**config.mk**
```make
export PLATFORM = sky130hd
export DESIGN_NAME = vef_emboss
export DESIGN_NICKNAME = d
export VERILOG_FILES = /design/src/rtl/core/vef_pkg.sv /design/src/rtl/core/vef_emboss.sv
export SDC_FILE = /design/constraint.sdc
export NUM_CORES = 1
export LEC_CHECK = 0
export BUFFER_PORTS_ARGS = -buffer_cell sky130_fd_sc_hd__buf_4
export CAP_MARGIN = 20
export CORE_MARGIN = 3
export CORE_UTILIZATION = 45
export DETAILED_ROUTE_END_ITERATION = 12
export PLACE_DENSITY = 0.83
export SETUP_SLACK_MARGIN = 0.15
export SYNTH_ARGS = -nofsm -noshare
export SYNTH_HDL_FRONTEND = slang
export SYNTH_SLANG_ARGS = --single-unit
```
**constraint.sdc**
```tcl
create_clock -name vclk -period 5
set_clock_uncertainty 0.15 [all_clocks]
set_input_delay 0.25 -clock vclk [all_inputs]
set_output_delay 0.25 -clock vclk [all_outputs]
set_load 0.005 [all_outputs]
```
**src/rtl/core/vef_pkg.sv**
```systemverilog
`timescale 1ns / 1ps
// ----------------------------------------------------------------------------
// vef_pkg
// Shared types and constants of the vertical emboss filter.
// ----------------------------------------------------------------------------
package vef_pkg;

   // Register indexes of the configuration port
   localparam logic REG_IMAGE_WIDTH  = 1'b0;
   localparam logic REG_IMAGE_HEIGHT = 1'b1;

   localparam logic [10:0] WIDTH_RESET  = 11'd1024;
   localparam logic [15:0] HEIGHT_RESET = 16'd768;

   localparam logic [8:0] EMBOSS_OFFSET = 9'd128;
   localparam logic [7:0] PIXEL_MAX     = 8'd255;

   localparam int RSP_FIFO_DEPTH = 4;
   localparam int RSP_PTR_W      = 2;

   typedef struct packed {
      logic [7:0] red;
      logic [7:0] green;
      logic [7:0] blue;
   } pixel_type;

   typedef struct packed {
      pixel_type  px;
      logic [15:0] row;
      logic [9:0]  col;
      logic        last;
   } result_type;

   // Per-item control carried alongside the line buffer read
   typedef struct packed {
      logic [15:0] row;       // row of the incoming pixel
      logic [9:0]  col;       // low bits of its column
      logic        row_res;   // a result for the row above is due
      logic        pass;      // the pixel itself passes through (last row)
      logic        first_row; // row above is the image's first row
   } stage_ctl_type;

endpackage

```
**src/rtl/core/vef_emboss.sv**
```systemverilog
`timescale 1ns / 1ps
// ----------------------------------------------------------------------------
// vef_emboss
// Row result: the stored pixel for the first row, else the clamped vertical
// difference plus 128 with saturation.
// ----------------------------------------------------------------------------
module vef_emboss (
   input  vef_pkg::pixel_type cur_px,
   input  vef_pkg::pixel_type older_px,
   input  vef_pkg::pixel_type newer_px,
   input  logic               first_row,
   output vef_pkg::pixel_type res_px
);
   import vef_pkg::*;

   logic [8:0] diff_r, diff_g, diff_b;
   logic       any_neg;
   pixel_type  emb_px;

   function automatic logic [7:0] sat_offset(input logic [7:0] d);
      logic [8:0] s;
      s = {1'b0, d} + EMBOSS_OFFSET;
      return s[8] ? PIXEL_MAX : s[7:0];
   endfunction

   assign diff_r  = {1'b0, cur_px.red}   - {1'b0, older_px.red};
   assign diff_g  = {1'b0, cur_px.green} - {1'b0, older_px.green};
   assign diff_b  = {1'b0, cur_px.blue}  - {1'b0, older_px.blue};
   assign any_neg = diff_r[8] | diff_g[8] | diff_b[8];

   always_comb begin
      if (any_neg) begin
         emb_px.red   = sat_offset(8'd0);
         emb_px.green = sat_offset(8'd0);
         emb_px.blue  = sat_offset(8'd0);
      end else begin
         emb_px.red   = sat_offset(diff_r[7:0]);
         emb_px.green = sat_offset(diff_g[7:0]);
         emb_px.blue  = sat_offset(diff_b[7:0]);
      end
   end

   assign res_px = first_row ? newer_px : emb_px;

endmodule

```
* Word-level counts from Yosys, hierarchy flattened *
Cells that the tools add are included.

word-level totals
  register bits = 0
  input port bits = 73
  output and inout bits = 24
  word-level logic and storage cells = 13

operators by class
  add/sub/neg operators = 6
  muxes and demuxes = 5
  bitwise operators = 2

operators by type and width
  cell                   number
  $mux W24               2
  $add A8 B8 Y9 const B  3
  $sub A8 B8 Y9          3
  $mux W8                3
  $or A1 B1 Y1           2

* Logic depth before layout (Yosys ltp) *
Gate-level depths: netlist of the first run.

  depth after elaboration = 5
  depth in mapped cells = 10

* Worst setup path before layout of the first run *
No wires, ideal clock.

  kind = input to output
  from = in cur_px[8] (netlist name)
  to = out res_px[10] (netlist name)
  data arrival time = 2.093 ns
  required time = 4.600 ns
  setup slack = 2.507 ns
  stages on the path = 9
  buffers on the path = 1
  cell sequence = inv_1 > ha_1 > fa_1 > nor2b_1 > o31a_2 > o22ai_1 > a2111o_1 > buf_6 > o31ai_2

RTL lines
  what             line              text
  start, declared  vef_emboss.sv:8   input vef_pkg::pixel_type cur_px,
  end, declared    vef_emboss.sv:12  output vef_pkg::pixel_type res_px

==> out/metrics.yaml, run 1 <==
status:
  status: "completed"
route:
  drc: 0
  dr.pass1.iters: 4
  wl_um: 4770
  final_antenna_net_count: 0
  wl_per_cell_um: 13.0
  routed_via_density: 5.51
  drtIter0Drc: 139
  vias: 2024
power:
  leakage_uw: 0.00126
  ir_drop_uv: 59.3
  p_int_uw: 138
  seqPwrFrac_pct: 0
  combPwrFrac_pct: 100.0
  p_sw_uw: 125
  power.share.clock_pct: 0
  swShare_pct: 47.4
  power-per-cell-area_nw_per_um2: 111
  total_power_uw: 263
cells_and_area:
  drive_gt1_share_pct: 33.0
  clkbuf_count: 0
  instances_no_fill: 367
  ff_latch_area_sq_um: 0
  syn_to_final_growth_pct: 46.1
  seq_cells: 0
  layout.nets: 423
  antenna_cells: 0
  fillers: 316
floorplan:
  fp.dieW_um: 66.0
  start_util_pct: 47.5
  rows: 21
  design.core.area_sq_um: 3420
  fp.dieH_um: 66.0
  die_area_sq_um: 4360
  ios: 97
synthesis:
  yosys-top-cells-count: "inv_1, ha_1, nand2_1"
  ys_seq_area_share_pct: 0
  synth_cell_types: 36
  synth_nets: 332
  synth_warnings: 0
  syn_inst: 232
  syn_avg_cell_area_sq_um: 6.99
  synthTopCellsByArea: "ha_1, inv_1, o31ai_2"
  yosys.area.top_type: "ha_1"
  yosysMostFrequentCell: "inv_1"
  synthesis.area_sq_um: 1620
  synth_top_area_share_pct: 18.5
timing:
  drv_slew: 0
  rsz0062_at_grt: "false"
  final-setup-viol-count: 0
  period_minus_slack_ns: 3.20
  worst_pin_slew_ns: 0.867
  timing.slew.headroom_pct: 42.2
  fin_tns_setup_ns: 0
  fmaxAchievable_mhz: 312
  fin_crit_sh_pct: 64.1
  hold_viol_final: 0
hold_path:
  min_path_type: "input port to primary output"
critical_path:
  path_max_fanout: 21
  worstPathRequired_ns: 4.60
  cp_top_family: "compound AO/OA/AOI/OAI gates"
  cp_slowest_cell: "a2111o_1"
  cp.arrival_ns: 2.80
  path_buf_inv: 4
  crit_path_cell_trace: "buf_4 -> inv_1 -> ha_1 -> inv_1 -> fa_1 -> a211oi_1 -> o21ai_0 -> a31oi_1 -> a2111o_1 -> a22oi_1 -> buf_4"
  crit_path_end_kind: "primary output"
  worstSetupPathType: "input port to primary output"
  start_kind: "input port"
  max_stage_delay_ns: 0.71
placed_design:
  io_buffers: 97
  post-place-cells: 367
  gp_congestion: 0.823
  dp_hpwl_um: 4050
global_routing:
  antenna_found_initial: 0
  grt_usage_pct: 20.5
  grt_start_max_net_pins: 31
  overflow: 0
  grt_pass1_vias: 1804
  grt_pass1_wl_um: 7510
clock_tree:
  post_cts_buffers: 0
  ctsResizeCount: 0
  hold_buffers: 0
flow_run:
  max_cap_violations: 0
metal layers:
layer  share of wire [%]  global-route usage, %  wire (um)  up-vias
met5                   0                      0          0        -
met4                0.31                   1.02         15        0
met3                 5.4                  0.170        258        2
met2                  49                   39.5       2350       61
met1                  45                   26.5       2150      912
li1                    -                      -          -     1049
layout by cell type (no fill, tap or decap), drive strengths merged:
| cell type | netlist | routed |
|---|---|---|
| a2111o | 1 | 1 |
| a211oi | 5 | 5 |
| a21boi | 4 | 4 |
| a21o | 4 | 4 |
| a21oi | 10 | 10 |
| a22oi | 12 | 12 |
| a31oi | 2 | 2 |
| and3 | 8 | 8 |
| and3b | 1 | 1 |
| buf | 3 | 97 |
| fa | 3 | 3 |
| ha | 24 | 24 |
| inv | 29 | 29 |
| nand2 | 24 | 24 |
| nand2b | 5 | 5 |
| nand3 | 1 | 1 |
| nor2 | 8 | 8 |
| nor2b | 5 | 5 |
| nor3 | 5 | 5 |
| nor3b | 9 | 9 |
| nor4 | 2 | 2 |
| o2111a | 1 | 1 |
| o21a | 13 | 13 |
| o21ai | 12 | 12 |
| o22a | 3 | 3 |
| o22ai | 1 | 1 |
| o31a | 11 | 11 |
| o31ai | 12 | 12 |
| or3 | 3 | 3 |
| xnor2 | 4 | 4 |
| xor2 | 2 | 2 |
per-stage QoR:
stage	utilization [%]	setup WS [ns]	cell area [sq um]	hold WS, ns
floorplan	-	2.51	1620	0.441
global placement	69.3	1.88	2370	0.604
detailed placement	69.3	1.78	2370	0.608
CTS	69.3	1.77	2370	0.609
global route	69.3	1.50	2370	0.615
finish	69.3	1.80	2370	0.606
cell families after synthesis:
family                   synth area share [%]
AO/OA/AOI/OAI                            42.6
AND/OR/NAND/NOR                          22.8
buffers and inverters                    9.10
adder cells (fa/ha/maj)                  22.2
XOR/XNOR                                 3.24
cell type report:
| type | count | area (sq um) | share of cell area (%) |
|---|---|---|---|
| multi-input cells | 195 | 1470 | 62.2 |
| repair buffers | 97 | 728 | 30.7 |
| inverters | 29 | 109 | 4.60 |
| well taps | 46 | 57.6 | 2.43 |
tightest hold or removal path: stages:
cell,delay [ns]
buf_4,0.07
nand2b_1,0.08
buf_4,0.10
power groups by stage:
| stage | sequential, uW | clock, uW | combinational (uW) |
|---|---|---|---|
| floorplan | 0 | 0 | 161 |
| global placement | 0 | 0 | 255 |
| detailed placement | 0 | 0 | 261 |
| CTS | 0 | 0 | 262 |
| global route | 0 | 0 | 292 |
| finish | 0 | 0 | 263 |
worst paths after layout:
kind	startpoint	end	slack (ns)	cells after the start
max	cur_px[16]	res_px[21]	1.80	11
min	newer_px[23]	res_px[23]	0.61	3
(Power assumes the default switching activity.)
==> run 2: changes to the inputs <==
--- a/config.mk
+++ b/config.mk
@@ -8,9 +8,9 @@
 export BUFFER_PORTS_ARGS = -buffer_cell sky130_fd_sc_hd__buf_4
 export CAP_MARGIN = 20
 export CORE_MARGIN = 3
-export CORE_UTILIZATION = 45
+export CORE_UTILIZATION = 42
 export DETAILED_ROUTE_END_ITERATION = 12
-export PLACE_DENSITY = 0.83
+export PLACE_DENSITY = 0.81
 export SETUP_SLACK_MARGIN = 0.15
 export SYNTH_ARGS = -nofsm -noshare
 export SYNTH_HDL_FRONTEND = slang
==> constraint.sdc (replaced) <==
create_clock -name vclk -period 2.9
set_clock_uncertainty 0.15 [all_clocks]
set_input_delay 0.145 -clock vclk [all_inputs]
set_output_delay 0.145 -clock vclk [all_outputs]
set_load 0.005 [all_outputs]
==> out/metrics.yaml, run 2 (synthesis gave the netlist of run 1 again) <==
timing:
  fmaxAchievable_mhz: 384
  final-setup-viol-count: 0
  period_minus_slack_ns: 2.61
  drv_slew: 0
  setup_slack_ns: 0.295
  hold_viol_final: 0
  worst_pin_slew_ns: 0.395
  fin_tns_setup_ns: 0
  fin_crit_sh_pct: 89.8
  timing.slew.headroom_pct: 73.5
  rsz0062_at_grt: "false"
cells_and_area:
  layout.cells.most_common_list: "buf_4, inv_1, nand2_1, ha_1, o21a_1"
  drive_gt1_share_pct: 34.1
  seq_cells: 0
  ff_latch_area_sq_um: 0
  fillers: 318
  clkbuf_count: 0
  layout.nets: 425
  final_common_cell: "buf_4"
  syn_to_final_growth_pct: 47.5
  utilization_pct: 67.9
  multi_input_area_sq_um: 1480
  antenna_cells: 0
global_routing:
  grt_pass1_wl_um: 7810
  grt_usage_pct: 20.1
  antenna_found_initial: 0
  overflow: 0
  grt_start_max_net_pins: 31
  grt_pass1_vias: 1926
floorplan:
  fp.dieW_um: 68.1
  rows: 21
  design.core.area_sq_um: 3520
  fp.dieH_um: 68.1
  ios: 97
  start_util_pct: 46.1
  die_area_sq_um: 4640
route:
  final_antenna_net_count: 0
  routed_via_density: 5.55
  drc: 0
  wl_per_cell_um: 13.0
  vias: 2048
  dr.pass1.iters: 4
  drtIter0Drc: 89
  wl_um: 4810
clock_tree:
  hold_buffers: 0
critical_path:
  worstPathRequired_ns: 2.61
  worstSetupPathType: "input port to primary output"
  cp.arrival_ns: 2.31
  start_kind: "input port"
  crit_path_end_kind: "primary output"
  path_max_fanout: 13
hold_path:
  worstHoldEndpoint: "res_px[7]"
  min_path_cells: 3
  min_path_type: "input port to primary output"
  holdCritStartpoint: "newer_px[7]"
power:
  ir_drop_uv: 96.2
  leakage_uw: 0.00126
  power-per-cell-area_nw_per_um2: 190
placed_design:
  gp_congestion: 0.858
  dp_hpwl_um: 4090
  io_buffers: 97
  pre_cts_ws_ns: 0.271
flow_run:
  max_cap_violations: 0
status:
  status: "completed"
==> run 2: metrics by stage <==
step                      total power, uW  std cells  cell area, sq um  hold WS, ns
after detailed placement              449        369              2380        0.401
after global routing                  507        369              2390        0.413
after floorplan                       278        232              1620        0.231
final                                 455        369              2390        0.398
after CTS                             451        369              2380        0.401
after global placement                441        369              2380        0.393
==> run 2: layer usage <==
layer	GRT usage (%)	share of wire, %
met4	0.744	0.17
met1	26.1	45
met5	0	0
met2	37.8	47
met3	1.15	7.4
==> run 2: how the worst max path moves through the flow <==
stage	from	end	slack (ns)	depth (start not counted)
finish	cur_px[0]	res_px[8]	0.29	11
global route	cur_px[8]	res_px[16]	0.18	11
CTS	cur_px[8]	res_px[8]	0.27	11
detailed placement	cur_px[8]	res_px[8]	0.27	11
global placement	cur_px[8]	res_px[8]	0.34	11
floorplan	cur_px[8]	res_px[10]	0.62	9
==> run 2: what timing repair did <==
action | 4_1_cts | 5_1_grt
setup endpoints to repair | 0 | 4
gates resized for setup | 0 | 2
setup buffers | 0 | 0
==> run 2: final cells by class <==
cell class | count | share of cell area [%]
Multi-Input combinational cell | 195 | 62.0
Inverter | 29 | 4.55
Timing Repair Buffer | 99 | 31.1
Tap cell | 46 | 2.41
==> run 2: critical path, stage by stage <==
cell      delay, ns
buf_4          0.08
inv_1          0.03
ha_1           0.22
fa_1           0.40
nor2b_1        0.18
o31a_1         0.22
nor3_1         0.07
a2111o_1       0.35
buf_4          0.20
o31ai_2        0.26
buf_4          0.15
==> run 2: power by group <==
group / total (uW) / internal, uW / switching, uW
combinational: 455 / 240 / 215
sequential: 0 / 0 / 0
clock: 0 / 0 / 0
