===== config.mk =====
export PLATFORM = sky130hd
export DESIGN_NAME = vef_rsp_fifo
export DESIGN_NICKNAME = d
export VERILOG_FILES = /design/src/rtl/core/vef_pkg.sv /design/src/rtl/core/vef_rsp_fifo.sv
export SDC_FILE = /design/constraint.sdc
export NUM_CORES = 1
export LEC_CHECK = 0
export ABC_AREA = 1
export ABC_CLOCK_PERIOD_IN_PS = 4900
export BUFFER_PORTS_ARGS = -buffer_cell sky130_fd_sc_hd__buf_4
export CAP_MARGIN = 20
export CORE_ASPECT_RATIO = 0.75
export CORE_UTILIZATION = 50
export CTS_CLUSTER_DIAMETER = 30
export DETAILED_ROUTE_END_ITERATION = 16
export PLACE_DENSITY_LB_ADDON = 0.05
export SYNTH_ARGS = -nofsm -noshare
export SYNTH_HDL_FRONTEND = slang
export SYNTH_SLANG_ARGS = --single-unit

===== constraint.sdc =====
create_clock -name clock -period 4.9 [get_ports clock]
set_input_delay 0.735 -clock clock [delete_from_list [all_inputs] [get_ports clock]]
set_output_delay 0.735 -clock clock [all_outputs]
set_load 0.02 [all_outputs]

===== src/rtl/core/vef_pkg.sv =====
`timescale 1ns / 1ps
// ----------------------------------------------------------------------------
// vef_pkg
// Shared types and constants of the vertical emboss filter.
// ----------------------------------------------------------------------------
package vef_pkg;

   // Register indexes of the configuration port
   localparam logic REG_IMAGE_WIDTH  = 1'b0;
   localparam logic REG_IMAGE_HEIGHT = 1'b1;

   localparam logic [10:0] WIDTH_RESET  = 11'd1024;
   localparam logic [15:0] HEIGHT_RESET = 16'd768;

   localparam logic [8:0] EMBOSS_OFFSET = 9'd128;
   localparam logic [7:0] PIXEL_MAX     = 8'd255;

   localparam int RSP_FIFO_DEPTH = 4;
   localparam int RSP_PTR_W      = 2;

   typedef struct packed {
      logic [7:0] red;
      logic [7:0] green;
      logic [7:0] blue;
   } pixel_type;

   typedef struct packed {
      pixel_type  px;
      logic [15:0] row;
      logic [9:0]  col;
      logic        last;
   } result_type;

   // Per-item control carried alongside the line buffer read
   typedef struct packed {
      logic [15:0] row;       // row of the incoming pixel
      logic [9:0]  col;       // low bits of its column
      logic        row_res;   // a result for the row above is due
      logic        pass;      // the pixel itself passes through (last row)
      logic        first_row; // row above is the image's first row
   } stage_ctl_type;

endpackage


===== src/rtl/core/vef_rsp_fifo.sv =====
`timescale 1ns / 1ps
// ----------------------------------------------------------------------------
// vef_rsp_fifo
// Small result queue: takes up to two items per cycle, gives one.
// ----------------------------------------------------------------------------
module vef_rsp_fifo (
   input  logic                clock,
   input  logic                reset,
   input  logic [1:0]          push_cnt,
   input  vef_pkg::result_type push0,
   input  vef_pkg::result_type push1,
   output logic                space,
   output logic                pop_valid,
   input  logic                pop_ready,
   output vef_pkg::result_type pop_data
);
   import vef_pkg::*;

   result_type           mem [RSP_FIFO_DEPTH];
   logic [RSP_PTR_W-1:0] wr_ptr_ff, wr_ptr_in;
   logic [RSP_PTR_W-1:0] rd_ptr_ff, rd_ptr_in;
   logic [RSP_PTR_W:0]   cnt_ff, cnt_in;
   logic [RSP_PTR_W-1:0] wr_ptr_nxt;
   logic                 pop;

   assign pop        = pop_valid && pop_ready;
   assign pop_valid  = (cnt_ff != '0);
   assign pop_data   = mem[rd_ptr_ff];
   assign space      = (cnt_ff <= (RSP_PTR_W + 1)'(RSP_FIFO_DEPTH - 2));
   assign wr_ptr_nxt = wr_ptr_ff + RSP_PTR_W'(1);

   always_comb begin
      wr_ptr_in = wr_ptr_ff + RSP_PTR_W'(push_cnt);
      rd_ptr_in = pop ? rd_ptr_ff + RSP_PTR_W'(1) : rd_ptr_ff;
      cnt_in    = cnt_ff + (RSP_PTR_W + 1)'(push_cnt) - (RSP_PTR_W + 1)'(pop);
   end

   always_ff @(posedge clock) begin
      if (push_cnt != 2'd0) begin
         mem[wr_ptr_ff] <= push0;
      end
      if (push_cnt == 2'd2) begin
         mem[wr_ptr_nxt] <= push1;
      end
   end

   always_ff @(posedge clock) begin
      if (reset) begin
         wr_ptr_ff <= '0;
         rd_ptr_ff <= '0;
         cnt_ff    <= '0;
      end else begin
         wr_ptr_ff <= wr_ptr_in;
         rd_ptr_ff <= rd_ptr_in;
         cnt_ff    <= cnt_in;
      end
   end

`ifndef SYNTHESIS
   a_cnt_bound: assert property (@(posedge clock) disable iff (reset)
      cnt_ff <= (RSP_PTR_W + 1)'(RSP_FIFO_DEPTH))
      else $error("result queue count out of range");

   a_no_overflow: assert property (@(posedge clock) disable iff (reset)
      (push_cnt != 2'd0) |->
         ((cnt_ff + (RSP_PTR_W + 1)'(push_cnt)) <= (RSP_PTR_W + 1)'(RSP_FIFO_DEPTH)))
      else $error("result queue overflow");

   a_ptr_track: assert property (@(posedge clock) disable iff (reset)
      (cnt_ff == '0) |-> (wr_ptr_ff == rd_ptr_ff))
      else $error("result queue pointers disagree with count");
`endif

endmodule


## Yosys cells after proc, flatten, opt, wreduce, memory -nomap -nowiden

Memories as Yosys holds them, arrays and structs flattened. A register that Yosys moved wholly into a read port is not among the register bits.
Cells that the tools add are included.

- Output and inout port bits: 53
- Input port bits: 107
- Word-level logic and storage cells: 20
- Register bits: 7
- Memories: 1
- RAM bits: 204

- Multiplexer cells: 6
- Reductions and logical operators: 3
- Add/sub/neg operators: 5
- Equality and inequality tests: 1
- $lt $le $gt $ge: 1

Memory list:

| name | words | bits a word | read ports | clocked after memory_dff | write ports | RTL line | source |
|---|---|---|---|---|---|---|---|
| mem | 4 | 51 | 1 | 1 | 2 | vef_rsp_fifo.sv:19 | `result_type mem [RSP_FIFO_DEPTH];` |

Operators with widths:

| cell | count |
|---|---|
| 2-bit by 1-bit adder with 2-bit output, second input constant | 2 |
| 1-bit two-way mux | 4 |
| 2-bit two-way mux | 2 |
| 3-bit by 2-bit adder with 3-bit output | 1 |
| 3-bit by 2-bit <= comparator with 1-bit output, second input constant | 1 |
| 3-bit nonzero test | 1 |
| 3-bit by 1-bit subtractor with 3-bit output | 1 |
| 2-bit adder | 1 |
| 2-bit equality test, second input constant | 1 |
| 2-bit nonzero test | 1 |
| 1-bit logical AND | 1 |

## Longest topological paths before layout

Gate-level depths: netlist (run 1).

- Word-level depth: 4
- Mapped depth: 10
- Mapped depth without buffers: 10

## Worst setup path after synthesis (run 1)

OpenSTA, ideal clock, no wires.

- Kind: input to register
- Start: input port push_cnt[0]
- End: memory mem[3][0] in the netlist's numbering, enable pin
- Arrival: 4570 ps
- Path slack: -206 ps
- Stages: 2
- Cells stage by stage: nor2_1 -> o31ai_1

RTL lines:

| item | RTL line | source |
|---|---|---|
| start, declared | vef_rsp_fifo.sv:9 | `input logic [1:0] push_cnt,` |
| end, declared | vef_rsp_fifo.sv:19 |  |

==> results of run 1 <==
## worst register-to-register path, cell delays in order (launching register included)
cell and delay [ns]:
dfxtp_1 0.47, nor2_1 0.13, nand2_4 0.71, nand2_2 0.67, buf_4 0.43
## worst min-delay path by stage
stage | start | cells past startpoint | end | slack [ns]
floorplan | rd_ptr_ff[0]$_SDFFE_PP0P_ | 2 | flop | 0.45
global placement | rd_ptr_ff[0]$_SDFFE_PP0P_ | 2 | rd_ptr_ff[0]$_SDFFE_PP0P_ | 0.47
detailed placement | rd_ptr_ff[0]$_SDFFE_PP0P_ | 2 | rd_ptr_ff[0]$_SDFFE_PP0P_ | 0.47
CTS | reset | 2 | cnt_ff[0]$_SDFF_PP0_ | 0.41
global route | reset | 2 | cnt_ff[0]$_SDFF_PP0_ | 0.42
finish | reset | 2 | cnt_ff[0]$_SDFF_PP0_ | 0.42
## state kept, by name, indices dropped and copies added, names as in the netlist, named ones only
| register | flops |
|---|---|
| cnt_ff | 3 |
| rd_ptr_ff | 2 |
| wr_ptr_ff | 2 |
| mem | 204 |
## stage by stage
step	total power [mW]	worst slack (ns)	cells	hold WS, ns	instance area (um^2)
2_1_floorplan	3.240	1.391	1070	0.4481	10360
3_3_place_gp	3.860	1.697	1423	0.4690	11570
3_5_place_dp	3.879	1.618	1424	0.4727	11590
4_1_cts	6.269	1.470	1492	0.4071	12760
5_1_grt	6.525	1.519	1494	0.4182	12810
6_report	6.240	1.667	1494	0.4210	12810
## placed cells by master, fill, tap and decap left out, types with 9 or more instances in the layout
cell	netlist	layout
edfxtp_1	204	204
o22ai_1	51	51
o21ai_2	19	19
clkinv_2	0	9
nand2_1	222	217
o21ai_1	111	111
nor2_1	113	113
o21ai_0	176	176
clkbuf_16	0	39
buf_4	2	171
inv_1	65	63
clkbuf_1	39	9
## cells in the mapped netlist
| cell | count |
|---|---|
| a21boi_0 | 1 |
| a21oi_1 | 5 |
| buf_2 | 18 |
| buf_4 | 2 |
| buf_6 | 17 |
| clkbuf_1 | 39 |
| dfxtp_1 | 9 |
| edfxtp_1 | 204 |
| fa_1 | 1 |
| ha_1 | 4 |
| inv_1 | 65 |
| inv_2 | 3 |
| nand2_1 | 222 |
| nand2_2 | 1 |
| nand3_1 | 3 |
| nand3_2 | 1 |
| nor2_1 | 113 |
| nor2_2 | 2 |
| nor2_4 | 1 |
| o21ai_0 | 176 |
| o21ai_1 | 111 |
| o21ai_2 | 19 |
| o22ai_1 | 51 |
| o31ai_1 | 1 |
| or2_2 | 1 |
## layer usage
layer	wire length [um]	vias to the layer above
li1	-	4034
met1	11690	3799
met2	11450	312
met3	1920	37
met4	352	0
met5	0	-
## report_power, final
group,leakage (nW),switching [mW],internal (mW)
clock network,0.572,0.836,1.56
logic,2.81,1.02,0.561
registers,1.99,0.0482,2.22
total,5.38,1.90,4.34
## logic make-up after synthesis
logic type	Yosys count	synth area share, %
AO/OA/AOI/OAI	364	18.95
AND/OR/NAND/NOR	344	12.74
flip-flops	213	60.90
buffers and inverters	144	6.742
adder cells (fa/ha/maj)	5	0.6767
## layout make-up
type                    count  area share [%]
multi-input cells         713           26.54
inverters                  68           2.002
well taps                 258           2.520
clock inverters            20           1.250
repair buffers            174           10.55
clock buffers              48           7.882
flip-flops and latches    213           49.26
==> results.sh, run 1 <==
export IMPL_status="finished, final reports clean"
export IMPL_synth_seq_cells=213
export IMPL_clkSinkCount=213
export IMPL_ir_drop_uv=303.3
export IMPL_track_usage_pct=24.58
export IMPL_crit_type="reg2out"
export IMPL_drt_first_pass_iters=5
export IMPL_seqCellArea_um2=6311
export IMPL_synthesis_nets=1182
export IMPL_wl_per_cell_um=17.01
export IMPL_die_area_um2=21300
export IMPL_multi_input_area_um2=3400
export IMPL_endpoint="pop_data[4]"
export IMPL_grt_pass1_vias=7646
export IMPL_yosys_area_top_type="edfxtp_1"
export IMPL_cp_top_family="buffers and inverters"
export IMPL_grt_pass1_wl_um=40580
export IMPL_critPathLaunchType="flop"
export IMPL_cts_max_level=2
export IMPL_cp_max_fo=102
export IMPL_grt_max_degree=104
export IMPL_max_stage_delay_ns=0.80
export IMPL_reg2reg_from="wr_ptr_ff[0]$_SDFF_PP0_"
export IMPL_drtAntennaViolNets=0
export IMPL_grt_ovfl_total=0
export IMPL_synthCells=1070
export IMPL_crit_path_top_delay_cell="buf_4"
export IMPL_antenna_found_initial=0
export IMPL_cts_tree="yes"
export IMPL_syn_to_final_growth_pct=23.72
export IMPL_crit_required_ns=4.16
export IMPL_synth_top_area_share_pct=59.16
export IMPL_cts_setup_buffers=0
export IMPL_tns_ns=0
export IMPL_rsz0062_at_grt="no"
export IMPL_cts_root_buf="clkbuf_16"
export IMPL_skew_ns=0.01088
export IMPL_min_period_over_period_pct=65.98
export IMPL_grt_busiest_layer="met2"
export IMPL_start_util_pct=51.09
export IMPL_vias=8182
export IMPL_maxSlewHeadroom_pct=29.01
export IMPL_use_met3_pct=4.025
export IMPL_critPathMostFrequentCell="buf_4"
export IMPL_cts_made_buffers=38
export IMPL_io_pin_count=160
export IMPL_clockBufferDepth=3
export IMPL_synth_distinct_cells=25
export IMPL_routed_wl_um=25410
export IMPL_max_freq_mhz=309.3
export IMPL_fillers=1668
export IMPL_use_met1_pct=35.89
export IMPL_rows=45
export IMPL_cp_num_cells=4
export IMPL_postCtsResizedCells=0
export IMPL_r2r_slack_ns=2.22
export IMPL_yosysWarnings=0
export IMPL_cp_num_buf_inv=2
export IMPL_cp_cell_sequence="buf_4 -> o21ai_0 -> o22ai_1 -> buf_4"
export IMPL_clk_insertion_delay_late_ns=0.49
export IMPL_cp_arrival_ns=2.50
export IMPL_yosysSeqAreaShare_pct=60.90
export IMPL_setup_viol=0
export IMPL_cap_violations=0
export IMPL_portBuffers=159
export IMPL_synthTopCellsByArea="edfxtp_1 (59%), o21ai_0 (8.5%), nand2_1 (8.0%)"
export IMPL_place_hpwl_um=14450
export IMPL_layout_min_cycle_time_ns=3.233
export IMPL_tightest_slew_ns=1.065
export IMPL_worst_r2r_endpoint="mem[1][36]$_DFFE_PP_"
export IMPL_clkSlewWorstSetupHoldPaths_ns=0.05
export IMPL_worstSetupEndpointType="output port"
export IMPL_gp_congestion=0.7730
export IMPL_hold_violations=0
export IMPL_drtIter0Drc=782
export IMPL_maxSlewViolCount=0
export IMPL_chipHeight_um=126.6
export IMPL_drcViolationCount=0
export IMPL_hold_path_class="in2reg"
export IMPL_hold_buffers=0
export IMPL_utilization_pct=63.20
export IMPL_drive_gt1_share_pct=21.52
export IMPL_die_x_um=168.2
export IMPL_nets=1320
export IMPL_vias_per_cell=5.477
export IMPL_postSynthAreaPerCell_um2=9.678
export IMPL_total_leakage_power_nw=5.376
export IMPL_diodes=0
export IMPL_coreArea_um2=20270
export IMPL_powerDensity_nw_per_um2=487.1
export IMPL_r2r_worst_path_cells=4
export IMPL_use_met2_pct=38.58
export IMPL_synth_area_um2=10350
No activity file was read; power rests on OpenSTA's default activity.
==> run 2: changes to the inputs <==
--- a/config.mk
+++ b/config.mk
@@ -6,7 +6,7 @@
 export NUM_CORES = 1
 export LEC_CHECK = 0
 export ABC_AREA = 1
-export ABC_CLOCK_PERIOD_IN_PS = 4900
+export ABC_CLOCK_PERIOD_IN_PS = 2890
 export BUFFER_PORTS_ARGS = -buffer_cell sky130_fd_sc_hd__buf_4
 export CAP_MARGIN = 20
 export CORE_ASPECT_RATIO = 0.75
==> constraint.sdc (replaced) <==
create_clock -name clock -period 2.89 [get_ports clock]
set_input_delay 0.4335 -clock clock [delete_from_list [all_inputs] [get_ports clock]]
set_output_delay 0.4335 -clock clock [all_outputs]
set_load 0.02 [all_outputs]
==> run 2 against run 1 <==
Effect of this change: largest power group unchanged; via count up 0.15%; register-to-register slack got worse by 1.5 ns; clock power up 90%.
==> results.sh, run 2 (synthesized netlist as in run 1, its figures left out) <==
export IMPL_status="finished, final reports clean"
export IMPL_p_int_mw=7.819
export IMPL_cts_root_buf="clkbuf_16"
export IMPL_power_mw=11.09
export IMPL_rsz0062_at_grt="no"
export IMPL_clockBufferDepth=3
export IMPL_grt_max_degree=103
export IMPL_holdWs_ns=0.1382
export IMPL_dp_cells=1427
export IMPL_hold_path_class="in2reg"
export IMPL_routed_wl_um=26040
export IMPL_r2r_worst_path_cells=9
export IMPL_total_leakage_power_nw=5.481
export IMPL_cts_max_level=2
export IMPL_min_period_over_period_pct=93.87
export IMPL_seq_power_share_pct=35.2
export IMPL_coreArea_um2=20270
export IMPL_drt_first_pass_iters=5
export IMPL_min_from="reset"
export IMPL_clkSinkCount=213
export IMPL_placed_area_um2=11730
export IMPL_syn_to_final_growth_pct=26.05
export IMPL_reg2reg_from="cnt_ff[2]$_SDFF_PP0_"
export IMPL_crit_path_top_delay_cell="dfxtp_2"
export IMPL_p_sw_mw=3.274
export IMPL_mostFrequentLayoutCells="nand2_1 (217), edfxtp_1 (204), o21ai_0 (176)"
export IMPL_hold_violations=0
export IMPL_clk_insertion_delay_late_ns=0.50
export IMPL_critPathLaunchType="flop"
export IMPL_max_stage_delay_ns=0.70
export IMPL_maxSlewViolCount=0
export IMPL_crit_type="reg2out"
export IMPL_drtIter0Drc=662
export IMPL_tightest_slew_ns=0.5844
export IMPL_worst_r2r_endpoint="cnt_ff[2]$_SDFF_PP0_"
export IMPL_chipHeight_um=126.6
export IMPL_powerDensity_nw_per_um2=849.9
export IMPL_die_area_um2=21300
export IMPL_track_usage_pct=24.89
export IMPL_grt_ovfl_total=0
export IMPL_diodes=0
export IMPL_rows=45
export IMPL_cp_max_fo=30
export IMPL_antenna_found_initial=0
export IMPL_cp_cell_sequence="buf_4 -> o21ai_0 -> o22ai_1 -> buf_4"
export IMPL_worstSetupEndpointType="output port"
export IMPL_top_register="mem"
export IMPL_place_ws_ns=0.6528
export IMPL_power_frac_clock_pct=41.0
export IMPL_holdPathEnd="wr_ptr_ff[0]$_SDFF_PP0_"
export IMPL_largestRegisters="mem (204), cnt_ff (3)"
export IMPL_layout_commonest_cell="nand2_1"
export IMPL_ir_drop_uv=516.3
export IMPL_max_freq_mhz=368.6
export IMPL_cap_violations=0
export IMPL_wl_per_cell_um=17.38
export IMPL_die_x_um=168.2
export IMPL_drive_gt1_share_pct=21.94
export IMPL_drcViolationCount=0
export IMPL_setup_viol=0
export IMPL_cp_arrival_ns=2.28
export IMPL_hold_buffers=0
export IMPL_cts_made_buffers=39
export IMPL_swShare_pct=29.52
export IMPL_fin_area_um2=13050
export IMPL_vias_per_cell=5.470
export IMPL_io_pin_count=160
export IMPL_r2r_slack_ns=0.75
export IMPL_cts_tree="yes"
export IMPL_cp_num_buf_inv=2
export IMPL_vias=8194
export IMPL_setup_ws_ns=0.1771
export IMPL_grt_pass1_wl_um=41020
export IMPL_largest_reg_flops=204
export IMPL_cts_setup_buffers=0
export IMPL_place_hpwl_um=14950
export IMPL_hold_depth=2
export IMPL_drtAntennaViolNets=0
export IMPL_portBuffers=159
export IMPL_skew_ns=0.01276
export IMPL_maxSlewHeadroom_pct=61.04
export IMPL_postCtsResizedCells=0
export IMPL_layout_min_cycle_time_ns=2.713
export IMPL_gp_congestion=0.7919
export IMPL_start_util_pct=51.09
export IMPL_utilization_pct=64.40
export IMPL_critPathMostFrequentCell="buf_4"
export IMPL_cp_top_family="flip-flops"
export IMPL_stdcell_count=1498
export IMPL_clkSlewWorstSetupHoldPaths_ns=0.05
export IMPL_grt_pass1_vias=7873
export IMPL_comb_power_share_pct=23.8
export IMPL_tns_ns=0
export IMPL_nets=1322
export IMPL_crit_required_ns=2.46
## run 2: power by group through the flow
stage / Sequential (mW) / Combinational [mW] / Clock (mW)
2_1_floorplan: 3.88 / 1.61 / 0
3_3_place_gp: 3.96 / 2.63 / 0
3_5_place_dp: 3.96 / 2.66 / 0
4_1_cts: 3.91 / 2.67 / 4.59
5_1_grt: 3.94 / 2.90 / 4.73
6_report: 3.90 / 2.64 / 4.55
## run 2: final cells by class
type,instances,area (um^2)
clock buffer,48,1082
timing repair buffer,175,1439
multi-input combinational,713,3400
sequential,213,6311
tap,258,322.8
fill,1614,7217
inverter,68,256.5
clock inverter,23,241.5
## run 2: how the worst max path moves through the flow
stage,cells past startpoint,endpoint,startpoint
2_1_floorplan,5,mem[2][0]$_DFFE_PP_,push_cnt[1]
3_3_place_gp,9,cnt_ff[2]$_SDFF_PP0_,pop_ready
3_5_place_dp,9,cnt_ff[2]$_SDFF_PP0_,pop_ready
4_1_cts,4,pop_data[5],flop
5_1_grt,4,pop_data[5],flop
6_report,4,pop_data[5],flop
## run 2: per-layer routing
metal,track usage [%],share of wire (%),vias up
met2,41.13,46,328
met4,6.524,1.7,0
met1,34.05,44,3789
li1,-,-,4033
met3,4.649,7.8,44
met5,0,0,-
==> run 3: changes to the inputs <==
--- a/config.mk
+++ b/config.mk
@@ -14,6 +14,7 @@
 export CTS_CLUSTER_DIAMETER = 30
 export DETAILED_ROUTE_END_ITERATION = 16
 export PLACE_DENSITY_LB_ADDON = 0.05
+export SETUP_SLACK_MARGIN = 0.4
 export SYNTH_ARGS = -nofsm -noshare
 export SYNTH_HDL_FRONTEND = slang
 export SYNTH_SLANG_ARGS = --single-unit
==> run 3 against run 2 <==
Effect of this change: clock power hardly changed; setup slack improved by 0.28 ns; global-route usage is 0.13 points higher; sequential share of layout area fell by 0.16 points; largest cell class unchanged.
==> results.sh, run 3 (synthesized netlist as in run 1, its figures left out) <==
export IMPL_status="finished, final reports clean"
export IMPL_place_hpwl_um=14950
export IMPL_max_freq_mhz=411.5
export IMPL_hold_path_class="in2reg"
export IMPL_critPathLaunchType="flop"
export IMPL_cts_made_buffers=39
export IMPL_gp_congestion=0.7919
export IMPL_chipHeight_um=126.6
export IMPL_m1WireLength_um=11590
export IMPL_rsz0062_at_grt="yes"
export IMPL_min_period_over_period_pct=84.09
export IMPL_wl_per_cell_um=17.39
export IMPL_rows=45
export IMPL_die_area_um2=21300
export IMPL_power_mw=11.13
export IMPL_largestRegisters="mem (204), cnt_ff (3)"
export IMPL_cts_max_level=2
export IMPL_grt_pass1_wl_um=41200
export IMPL_io_pin_count=160
export IMPL_hold_buffers=0
export IMPL_cp_cell_sequence="buf_6 -> o21ai_0 -> o22ai_1 -> buf_4"
export IMPL_grt_ovfl_total=0
export IMPL_antenna_found_initial=0
export IMPL_grt_pass1_vias=7898
export IMPL_ir_drop_uv=516.5
export IMPL_vias_per_cell=5.470
export IMPL_maxSlewHeadroom_pct=62.28
export IMPL_layout_min_cycle_time_ns=2.430
export IMPL_max_stage_delay_ns=0.56
export IMPL_maxUsedRoutingLayer="met4"
export IMPL_cap_violations=0
export IMPL_grt_max_degree=103
export IMPL_drcViolationCount=0
export IMPL_track_usage_pct=25.02
export IMPL_hold_violations=0
export IMPL_die_x_um=168.2
export IMPL_cp_arrival_ns=2.00
export IMPL_worstSetupEndpointType="output port"
export IMPL_largest_reg_flops=204
export IMPL_top_register="mem"
export IMPL_total_leakage_power_nw=5.505
export IMPL_drtIter0Drc=680
export IMPL_cp_max_fo=30
export IMPL_cts_tree="yes"
export IMPL_portBuffers=159
export IMPL_dp_cells=1427
export IMPL_crit_type="reg2out"
export IMPL_mostFrequentLayoutCells="nand2_1 (217), edfxtp_1 (204), o21ai_0 (176)"
export IMPL_vias=8211
export IMPL_nets=1325
export IMPL_drive_gt1_share_pct=22.20
export IMPL_maxSlewViolCount=0
export IMPL_coreArea_um2=20270
export IMPL_clk_insertion_delay_late_ns=0.49
export IMPL_tightest_slew_ns=0.5659
export IMPL_dr_wl_met3_um=1861
export IMPL_crit_path_top_delay_cell="dfxtp_4"
export IMPL_setup_viol=0
export IMPL_layout_commonest_cell="nand2_1"
export IMPL_powerDensity_nw_per_um2=849.7
export IMPL_drtAntennaViolNets=0
export IMPL_diodes=0
export IMPL_skew_ns=0.008294
export IMPL_wl_met2_um=12210
export IMPL_cp_top_family="flip-flops"
export IMPL_cp_num_buf_inv=2
export IMPL_tns_ns=0
export IMPL_routed_wl_um=26100
export IMPL_drt_first_pass_iters=5
export IMPL_crit_required_ns=2.46
export IMPL_cts_root_buf="clkbuf_16"
export IMPL_stdcell_count=1501
export IMPL_start_util_pct=51.09
export IMPL_holdWs_ns=0.1374
export IMPL_clkSinkCount=213
export IMPL_clockBufferDepth=3
export IMPL_syn_to_final_growth_pct=26.52
export IMPL_clkSlewWorstSetupHoldPaths_ns=0.05
## run 3: cell count changes in the layout (fill, tap and decap cells not counted), sizes merged
cell | previous run | this run
buf | 175 | 178
## run 3: layer usage
| layer | track usage, % | vias up |
|---|---|---|
| li1 | - | 4044 |
| met1 | 34.20 | 3804 |
| met2 | 41.27 | 321 |
| met3 | 4.649 | 42 |
| met4 | 6.791 | 0 |
| met5 | 0 | - |
## run 3: stage by stage
stage	utilization [%]	cell area, um^2	setup slack, ns
3_3_place_gp	57.86	11730	0.6567
2_1_floorplan	-	10370	0.4225
4_1_cts	64.51	13080	0.3717
6_report	64.64	13100	0.4598
3_5_place_dp	57.86	11730	0.6528
5_1_grt	64.64	13100	0.3792
## run 3: cell type report
cell class                 count  area, um^2
fill                        1606        7168
sequential                   213        6314
multi-input combinational    713        3406
timing repair buffer         178        1476
clock buffer                  48        1082
tap                          258       322.8
inverter                      68       259.0
clock inverter                23       241.5
## run 3: report_power, final
group	internal (mW)	total, mW	switching, mW
Combinational	1.01	2.72	1.71
Sequential	3.76	3.88	0.116
Clock	3.08	4.54	1.46
Total	7.85	11.1	3.28
## run 3: path summary, 6_finish.rpt
path | slack, ns | start | depth (start not counted) | endpoint
max reg2reg | 0.75 | cnt_ff[2]$_SDFF_PP0_ | 9 | cnt_ff[2]$_SDFF_PP0_
min | 0.14 | reset | 2 | cnt_ff[1]$_SDFF_PP0_
max | 0.46 | flop | 4 | pop_data[5]
min reg2reg | 0.50 | rd_ptr_ff[0]$_SDFFE_PP0P_ | 2 | flop
## run 3: what timing repair did
item                                    4_1_cts  5_1_grt
hold endpoints to repair                      0        0
cloned                                        0        0
endpoints found under the setup margin       49       14
buffers inserted                              1        2
resized for setup                             3        2
